$ cat config.mk
export PLATFORM = sky130hd
export DESIGN_NAME = rws_ctrl
export DESIGN_NICKNAME = d
export VERILOG_FILES = /design/src/rtl/core/rws_pkg.sv /design/src/rtl/core/rws_ctrl.sv
export SDC_FILE = /design/constraint.sdc
export NUM_CORES = 2
export LEC_CHECK = 0
export ABC_CLOCK_PERIOD_IN_PS = 22200
export BUFFER_PORTS_ARGS = -buffer_cell sky130_fd_sc_hd__buf_4
export CORE_MARGIN = 3
export CORE_UTILIZATION = 28
export DETAILED_ROUTE_END_ITERATION = 12
export GPL_ROUTABILITY_DRIVEN = 1
export HOLD_SLACK_MARGIN = 0.02
export SLEW_MARGIN = 20
export SYNTH_ARGS = -nofsm -noshare
export SYNTH_HDL_FRONTEND = slang
export SYNTH_SLANG_ARGS = --single-unit
$ cat constraint.sdc
create_clock -name clk -period 22.2 [get_ports clk]
set_input_delay 6.66 -clock clk [delete_from_list [all_inputs] [get_ports clk]]
set_output_delay 6.66 -clock clk [all_outputs]
set_load 0.01 [all_outputs]
$ cat src/rtl/core/rws_pkg.sv
// Shared types and constants for the resampling wheel selector.
// Holds item structs, action and status codes, and the memory request struct.
// No dependencies.
package rws_pkg;

  // Sizing of the wheel.
  localparam int MAX_PARTICLES = 1024;
  localparam int WEIGHT_BITS   = 32;
  localparam int FRACTION_BITS = 16;

  // Derived widths.
  localparam int IDX_W  = $clog2(MAX_PARTICLES);
  localparam int CNT_W  = IDX_W + 1;
  localparam int ACC_W  = WEIGHT_BITS + 2;
  localparam int INC_W  = WEIGHT_BITS + 1;
  localparam int STEP_W = CNT_W + 2;

  // Field widths of the item payloads.
  localparam int ACTION_W  = 2;
  localparam int WEIGHT_W  = 32;
  localparam int FRACTION_W = 16;

  // Action codes.
  localparam logic [ACTION_W-1:0] ACT_LOAD  = 2'd0;
  localparam logic [ACTION_W-1:0] ACT_START = 2'd1;
  localparam logic [ACTION_W-1:0] ACT_DRAW  = 2'd2;

  // Status codes.
  localparam logic STAT_OK   = 1'b0;
  localparam logic STAT_FLAG = 1'b1;

  // Reset value of the particle count register.
  localparam logic [CNT_W-1:0] COUNT_RESET = CNT_W'(1000);

  typedef struct packed {
    logic [ACTION_W-1:0]   action;
    logic [IDX_W-1:0]      slot;
    logic [WEIGHT_W-1:0]   weight;
    logic [FRACTION_W-1:0] random_fraction;
  } in_item_t;

  typedef struct packed {
    logic [IDX_W-1:0] picked_index;
    logic             status;
  } out_item_t;

  // Access request from the controller to the weight memory.
  typedef struct packed {
    logic                   wr_en;
    logic [IDX_W-1:0]       wr_addr;
    logic [WEIGHT_BITS-1:0] wr_data;
    logic                   rd_en;
    logic [IDX_W-1:0]       rd_addr;
  } ram_req_t;

endpackage

$ cat src/rtl/core/rws_ctrl.sv
// Wheel controller: handles load, start and draw items, walks the weight memory.
// Depends on rws_pkg; drives the weight memory through a ram_req_t.
module rws_ctrl (
  input  logic                            clk,
  input  logic                            rst_n,
  input  logic                            in_valid,
  output logic                            in_stall,
  input  rws_pkg::in_item_t               in_item,
  input  logic [rws_pkg::CNT_W-1:0]       count,
  output rws_pkg::ram_req_t               ram_req,
  input  logic [rws_pkg::WEIGHT_BITS-1:0] ram_rdata,
  output logic                            res_valid,
  output rws_pkg::out_item_t              res,
  input  logic                            res_take
);
  import rws_pkg::*;

  typedef enum logic [1:0] {
    S_IDLE,
    S_ADD,
    S_WALK,
    S_DONE
  } state_t;

  state_t                 state_r, state_nxt;
  logic [IDX_W-1:0]       wheel_idx_r, wheel_idx_nxt;
  logic [ACC_W-1:0]       acc_r, acc_nxt;
  logic [WEIGHT_BITS-1:0] max_r, max_nxt;
  logic                   fresh_r, fresh_nxt;
  logic [INC_W-1:0]       inc_r, inc_nxt;
  logic [STEP_W-1:0]      steps_r, steps_nxt;
  logic                   status_r, status_nxt;

  logic                                 accept;
  logic [FRACTION_BITS-1:0]             frac;
  logic [WEIGHT_BITS-1:0]               load_w;
  logic [CNT_W-1:0]                     cnt_m1;
  logic [FRACTION_BITS+CNT_W-1:0]       start_prod;
  logic [FRACTION_BITS+INC_W-1:0]       draw_prod;
  logic [IDX_W-1:0]                     idx_first;
  logic [ACC_W-1:0]                     beta_sum;
  logic [ACC_W-1:0]                     rdata_ext;
  logic                                 beta_gt;
  logic [CNT_W-1:0]                     idx_inc;
  logic [IDX_W-1:0]                     idx_wrap;
  logic [STEP_W-1:0]                    limit;

  // Handshake: one item at a time, taken only when idle.
  assign accept   = in_valid && (state_r == S_IDLE);
  assign in_stall = (state_r != S_IDLE);

  // Operand extraction from the item.
  assign frac   = in_item.random_fraction[FRACTION_BITS-1:0];
  assign load_w = in_item.weight[WEIGHT_BITS-1:0];

  // Start position: floor(u * (count - 1)).
  assign cnt_m1     = count - CNT_W'(1);
  assign start_prod = {{CNT_W{1'b0}}, frac} * {{FRACTION_BITS{1'b0}}, cnt_m1};

  // Draw increment: floor(u * 2 * max), registered before the add.
  assign draw_prod = {{INC_W{1'b0}}, frac} * {{FRACTION_BITS{1'b0}}, max_r, 1'b0};

  // A stale index past the count restarts the walk at slot zero.
  assign idx_first = ({1'b0, wheel_idx_r} >= count) ? '0 : wheel_idx_r;

  // Walk datapath: the accumulator holds beta while walking.
  assign beta_sum  = acc_r + {1'b0, inc_r};
  assign rdata_ext = {2'b00, ram_rdata};
  assign beta_gt   = acc_r > rdata_ext;
  assign idx_inc   = {1'b0, wheel_idx_r} + CNT_W'(1);
  assign idx_wrap  = (idx_inc >= count) ? '0 : idx_inc[IDX_W-1:0];
  assign limit     = {count, 2'b00};

  // Result presented while in the done state.
  assign res_valid        = (state_r == S_DONE);
  assign res.picked_index = wheel_idx_r;
  assign res.status       = status_r;

  // Next-state and memory request logic.
  always_comb begin
    state_nxt     = state_r;
    wheel_idx_nxt = wheel_idx_r;
    acc_nxt       = acc_r;
    max_nxt       = max_r;
    fresh_nxt     = fresh_r;
    inc_nxt       = inc_r;
    steps_nxt     = steps_r;
    status_nxt    = status_r;
    ram_req.wr_en   = 1'b0;
    ram_req.wr_addr = in_item.slot;
    ram_req.wr_data = load_w;
    ram_req.rd_en   = 1'b0;
    ram_req.rd_addr = wheel_idx_r;

    unique case (state_r)
      S_IDLE: begin
        if (accept) begin
          case (in_item.action)
            ACT_LOAD: begin
              ram_req.wr_en = 1'b1;
              if (fresh_r || (load_w > max_r)) begin
                max_nxt = load_w;
              end
              fresh_nxt = 1'b0;
            end
            ACT_START: begin
              wheel_idx_nxt = start_prod[FRACTION_BITS +: IDX_W];
              acc_nxt       = '0;
              fresh_nxt     = 1'b1;
            end
            ACT_DRAW: begin
              fresh_nxt     = 1'b1;
              wheel_idx_nxt = idx_first;
              if (max_r == '0) begin
                status_nxt = STAT_FLAG;
                state_nxt  = S_DONE;
              end else begin
                inc_nxt         = draw_prod[FRACTION_BITS +: INC_W];
                ram_req.rd_en   = 1'b1;
                ram_req.rd_addr = idx_first;
                steps_nxt       = '0;
                status_nxt      = STAT_OK;
                state_nxt       = S_ADD;
              end
            end
            default: begin
              // Unused action code: no effect.
            end
          endcase
        end
      end
      S_ADD: begin
        acc_nxt   = beta_sum;
        state_nxt = S_WALK;
      end
      S_WALK: begin
        if (beta_gt) begin
          if (steps_r >= limit) begin
            status_nxt = STAT_FLAG;
            state_nxt  = S_DONE;
          end else begin
            acc_nxt         = acc_r - rdata_ext;
            wheel_idx_nxt   = idx_wrap;
            steps_nxt       = steps_r + STEP_W'(1);
            ram_req.rd_en   = 1'b1;
            ram_req.rd_addr = idx_wrap;
          end
        end else begin
          state_nxt = S_DONE;
        end
      end
      S_DONE: begin
        if (res_take) begin
          state_nxt = S_IDLE;
        end
      end
      default: begin
        state_nxt = S_IDLE;
      end
    endcase
  end

  // State and wheel registers.
  always_ff @(posedge clk) begin
    if (!rst_n) begin
      state_r     <= S_IDLE;
      wheel_idx_r <= '0;
      acc_r       <= '0;
      max_r       <= '0;
      fresh_r     <= 1'b1;
    end else begin
      state_r     <= state_nxt;
      wheel_idx_r <= wheel_idx_nxt;
      acc_r       <= acc_nxt;
      max_r       <= max_nxt;
      fresh_r     <= fresh_nxt;
    end
    inc_r    <= inc_nxt;
    steps_r  <= steps_nxt;
    status_r <= status_nxt;
  end

endmodule

# After elaboration in Yosys (flattened, before gate mapping)
# Index checks and enable logic that the tools add are counted.
word_totals:
  ff_bits: 126
  word_cells: 95
  output_inout_bits: 67
classes:
  n_mul: 2
  addsub: 5
  bitwise: 1
  eq_ne: 15
  mux: 41
  reduce_logical: 18
  n_lt_le_gt_ge: 5
op_table:
  columns: ["cell", "n"]
  rows:
  - ["$mux 34", 4]
  - ["$pmux 34 s3", 1]
  - ["$mux 13", 5]
  - ["$mux 11", 5]
  - ["$mux 10", 5]
  - ["$mul 16x32->48", 1]
  - ["$pmux 10 s2", 2]
  - ["$add 34x33->34", 1]
  - ["$gt 34x32->1", 1]
  - ["$sub 34x32->34", 1]
  - ["$gt 32x32->1", 1]
  - ["$logic_not 32->1", 1]
  - ["$mul 16x11->26", 1]
  - ["$pmux 13 s2", 1]
  - ["$pmux 11 s2", 1]
  - ["$reduce_and 5->1", 3]
  - ["$add 13x1->13 const B", 1]
  - ["$ge 13x13->1", 1]
  - ["$mux 2", 6]
  - ["$reduce_and 4->1", 3]
  - ["$add 10x1->11 const B", 1]
  - ["$ge 10x11->1", 1]
  - ["$ge 11x11->1", 1]
  - ["$sub 11x1->11 const B", 1]
  - ["18 further kinds", 38]

# Depth between registers and ports, before layout
logic_depth:
  depth_word: 6
  ltp_mapped: 29
  ltp_nobuf: 27

# Worst setup path before layout
# Ideal clock, no wire load.
synth_path:
  path_kind: "input to output"
  from: "in in_item[58] (netlist name)"
  to: "out ram_req[2] (netlist name)"
  t_arrival_ns: 10.563
  t_required_ns: 15.540
  path_slack_ns: 4.977
  path_stages: 9
  cell_sequence: "inv_1 > ha_1 > clkbuf_1 > nor3b_1 > inv_1 > o22ai_1 > nand2_1 > o21ai_0 > o21ai_0"
synth_lines:
  columns: ["item", "line_no", "text"]
  rows:
  - ["start: declaration", "rws_ctrl.sv:8", "input rws_pkg::in_item_t in_item,"]
  - ["end: declaration", "rws_ctrl.sv:10", "output rws_pkg::ram_req_t ram_req,"]

==> impl_metrics.ini <==
[critical_path]
critPathMaxFanout = 13
cp_cell_sequence = buf_4 -> ha_1 -> inv_1 -> fa_1 -> a21o_1 -> a21oi_1 -> o21ai_0 -> a31o_2 -> a21oi_1 -> o31ai_1 -> nand3_1 -> or2_2 -> nor2b_1 -> o21ai_0 -> o31ai_1 -> buf_4
cp_slowest_cell = o31ai_1
cp-start-kind = primary input
r2r-start = max_r[13]
max_stage_delay_ns = 0.97
cp_top_family = compound AO/OA/AOI/OAI gates
cp-startpoint = ram_rdata[0]
crit_required_ns = 15.54
critPathKind = primary input to primary output
cp-end-kind = primary output
critical_path_arrival_ns = 10.74
crit_buf_inv = 3

[yosys]
ys_types = 76
synthMuxAreaShare_pct = 1.09
synth_area_leader_cell = fa_1
synth.top_cell.area_share_pct = 34.9
synthAdderAreaFrac_pct = 47.6
synth_top_flop_cell = dfxtp_1
yosys.area_share.simple_pct = 17.2
synth-xor-area-share_pct = 3.38
syn_area_per_cell_um2 = 8.61
syn_area_mm2 = 0.0311
synth_compound_area_share_pct = 9.90
synth-seq-cells = 126
synthCells = 3614
synth_commonest_cells = inv_1 (652), nand2_1 (569), fa_1 (542), ha_1 (317), and2_1 (209)
mappedNetlistNets = 4580
netlist_top_cells_area = fa_1 (35%), ha_1 (13%), inv_1 (7.9%)
ys_seq_area_share_pct = 9.62
synth_edf_count = 47
synth_async_sr_flop_share_pct = 0
synth_top_family_by_area = adder cells
yosysWarnings = 0
synth.most_common_cell = inv_1

[power_and_ir_drop]
p_leak_uw = 0.0152
p_switching_uw = 1110
seqPwrFrac_pct = 15.9
comb_power_share_pct = 70.6
p_per_area_mw_per_mm2 = 64.0
p_sw_share_pct = 51.0
p_int_uw = 1070
ir_worst_vdd_mv = 0.0747
clkPwrFrac_pct = 13.4

[place]
port_buffers = 153
detailedPlace.worstSlack_ns = 4.81
dp_cells = 5061
gp_congestion = 0.872
hpwl_mm = 70.1

[worst_hold_path]
worstHoldPathType = flip-flop to flip-flop
worstHoldStart = acc_r[7]

[clock_network]
clock_latency_ns = 0.49
cts_resized = 0
numCtsBuffers = 17
clk_pin_slew_ns = 0.07
cts.htree.levels = 4
clockBufferDepth = 2
cts_setup_buffers = 0
clock-sinks = 126
hold_buffers = 0
cts_tree = yes
ctsRootBufferMaster = clkbuf_16

[floorplan]
coreArea_mm2 = 0.110
die_w_um = 339
die_h_um = 339
rows = 121
initial_utilization_pct = 28.4
fp.dieArea_mm2 = 0.115
pin_count = 174

[outcome]
status = finished, final reports clean

[timing]
hold_violations = 0
whs_ns = 0.501
slew_headroom_pct = 24.2
drv_slew = 0
min_period_ns = 17.40
worst-slew-pin-transition_ns = 1.13
grt_setup_unrepaired = false
setup_violations = 0
tns_ns = 0
setup_slack_ns = 4.80
fmax_mhz = 57.5
finClkSkew_ns = 0.0272
final.period_utilization_pct = 78.4

[drt]
drtPass1Iterations = 5
route.detailed.drc = 0
viasPerCell = 4.80
drt_iter0_drc = 1378
routed_wirelength_mm = 90.5
wl_per_cell_um = 17.8
final_antenna_net_count = 0
vias = 24463

[global_route]
grt_overflow = 0
grt_pass1_wl_mm = 146
grt_antenna_before_repair = 3
grt_max_degree = 71
grt_pass1_vias = 25826
grt_usage_pct = 16.0

[layout]
stdcell_count = 5094
area_delta_synth_final_pct = 9.45
nets = 4570
drive_above_1_share_pct = 6.99
filler_cell_count = 11589

[flow_run]
max_cap_violations = 0
-- power by group through the flow --
| stage | clock, µW | sequential (µW) | combinational, µW |
|---|---|---|---|
| after floorplan | 0 | 324 | 1080 |
| after global placement | 0 | 352 | 1520 |
| after detailed placement | 0 | 352 | 1530 |
| after CTS | 302 | 347 | 1550 |
| after global routing | 311 | 353 | 1760 |
| final | 292 | 347 | 1540 |
-- final cells by class --
| type | instances | area (µm²) | area share (%) |
|---|---|---|---|
| Sequential cell | 126 | 2990 | 8.79 |
| Clock buffer | 19 | 433 | 1.27 |
| Tap cell | 1476 | 1850 | 5.42 |
| Antenna cell | 1 | 2.50 | 0.00735 |
| Timing Repair Buffer | 203 | 1520 | 4.48 |
| Multi-Input combinational cell | 2603 | 24700 | 72.4 |
| Inverter | 653 | 2450 | 7.20 |
| Clock inverter | 13 | 136 | 0.400 |
-- worst register-to-register path, delay by kind of cell (launching register included) --
kind	cells	cell delay, ns
xor gates and xnor gates	1	0.15
and+or+nand+nor	4	0.79
buffers and inverters	6	0.58
AOI/OAI and AO/OA	7	2.65
DFF	1	0.33
adders and majority gates	7	3.37
-- through the flow --
stage                     util [%]  power [µW]  instance area, µm²
after floorplan                  -        1410               31100
after global placement        30.5        1870               33500
after detailed placement      30.5        1890               33500
after CTS                     31.1        2200               34100
after global routing          31.1        2420               34100
final                         31.1        2180               34100
-- kinds of logic after synthesis --
family,count (synthesis)
compound gates,471
xor+xnor,120
fa+ha+maj,859
buf+inv,885
flops,126
mux,34
simple gates,1119
-- sequential cells by signal, indices dropped and copies added (netlist names) --
register,cells
acc_r,34
fresh_r,1
inc_r,33
max_r,32
state_r,2
status_r,1
steps_r,13
wheel_idx_r,10
-- cells in the final DEF (no fill, tap or decap), types with 9 or more instances in the layout --
cell type and instances:
dfxtp_1 79, nand3_1 55, nor2b_1 74, and2_1 209, nor3_1 27, edfxtp_1 47
or3_1 12, o21a_1 15, a21boi_0 17, and3_1 20, buf_4 203, a211oi_1 12
mux2i_1 34, o21ai_0 121, a21o_1 66, xor2_1 43, a21oi_1 112, nand4_1 21
ha_1 317, nor4_1 13, a22oi_1 15, nor2_1 66, clkbuf_16 17, nand2_1 569
nand2b_1 32, o21bai_1 21, xnor2_1 75, o211ai_1 9, fa_1 542, inv_1 652
-- final timing paths --
kind                                   end  slack (ns)  depth (start not counted)
worst min register to register    acc_r[7]        0.50                          2
worst max register to register   inc_r[32]       14.07                         25
worst min-delay path              acc_r[7]        0.50                          2
worst max-delay path            ram_req[6]        4.80                         16
-- routing by layer --
layer	part of all wire (%)	vias up	global-route usage, %
li1	-	11251	-
met5	0	-	0
met2	46	682	25.8
met4	1.8	0	3.67
met1	47	12439	22.5
met3	5.6	91	2.53
(Power assumes the default switching activity.)
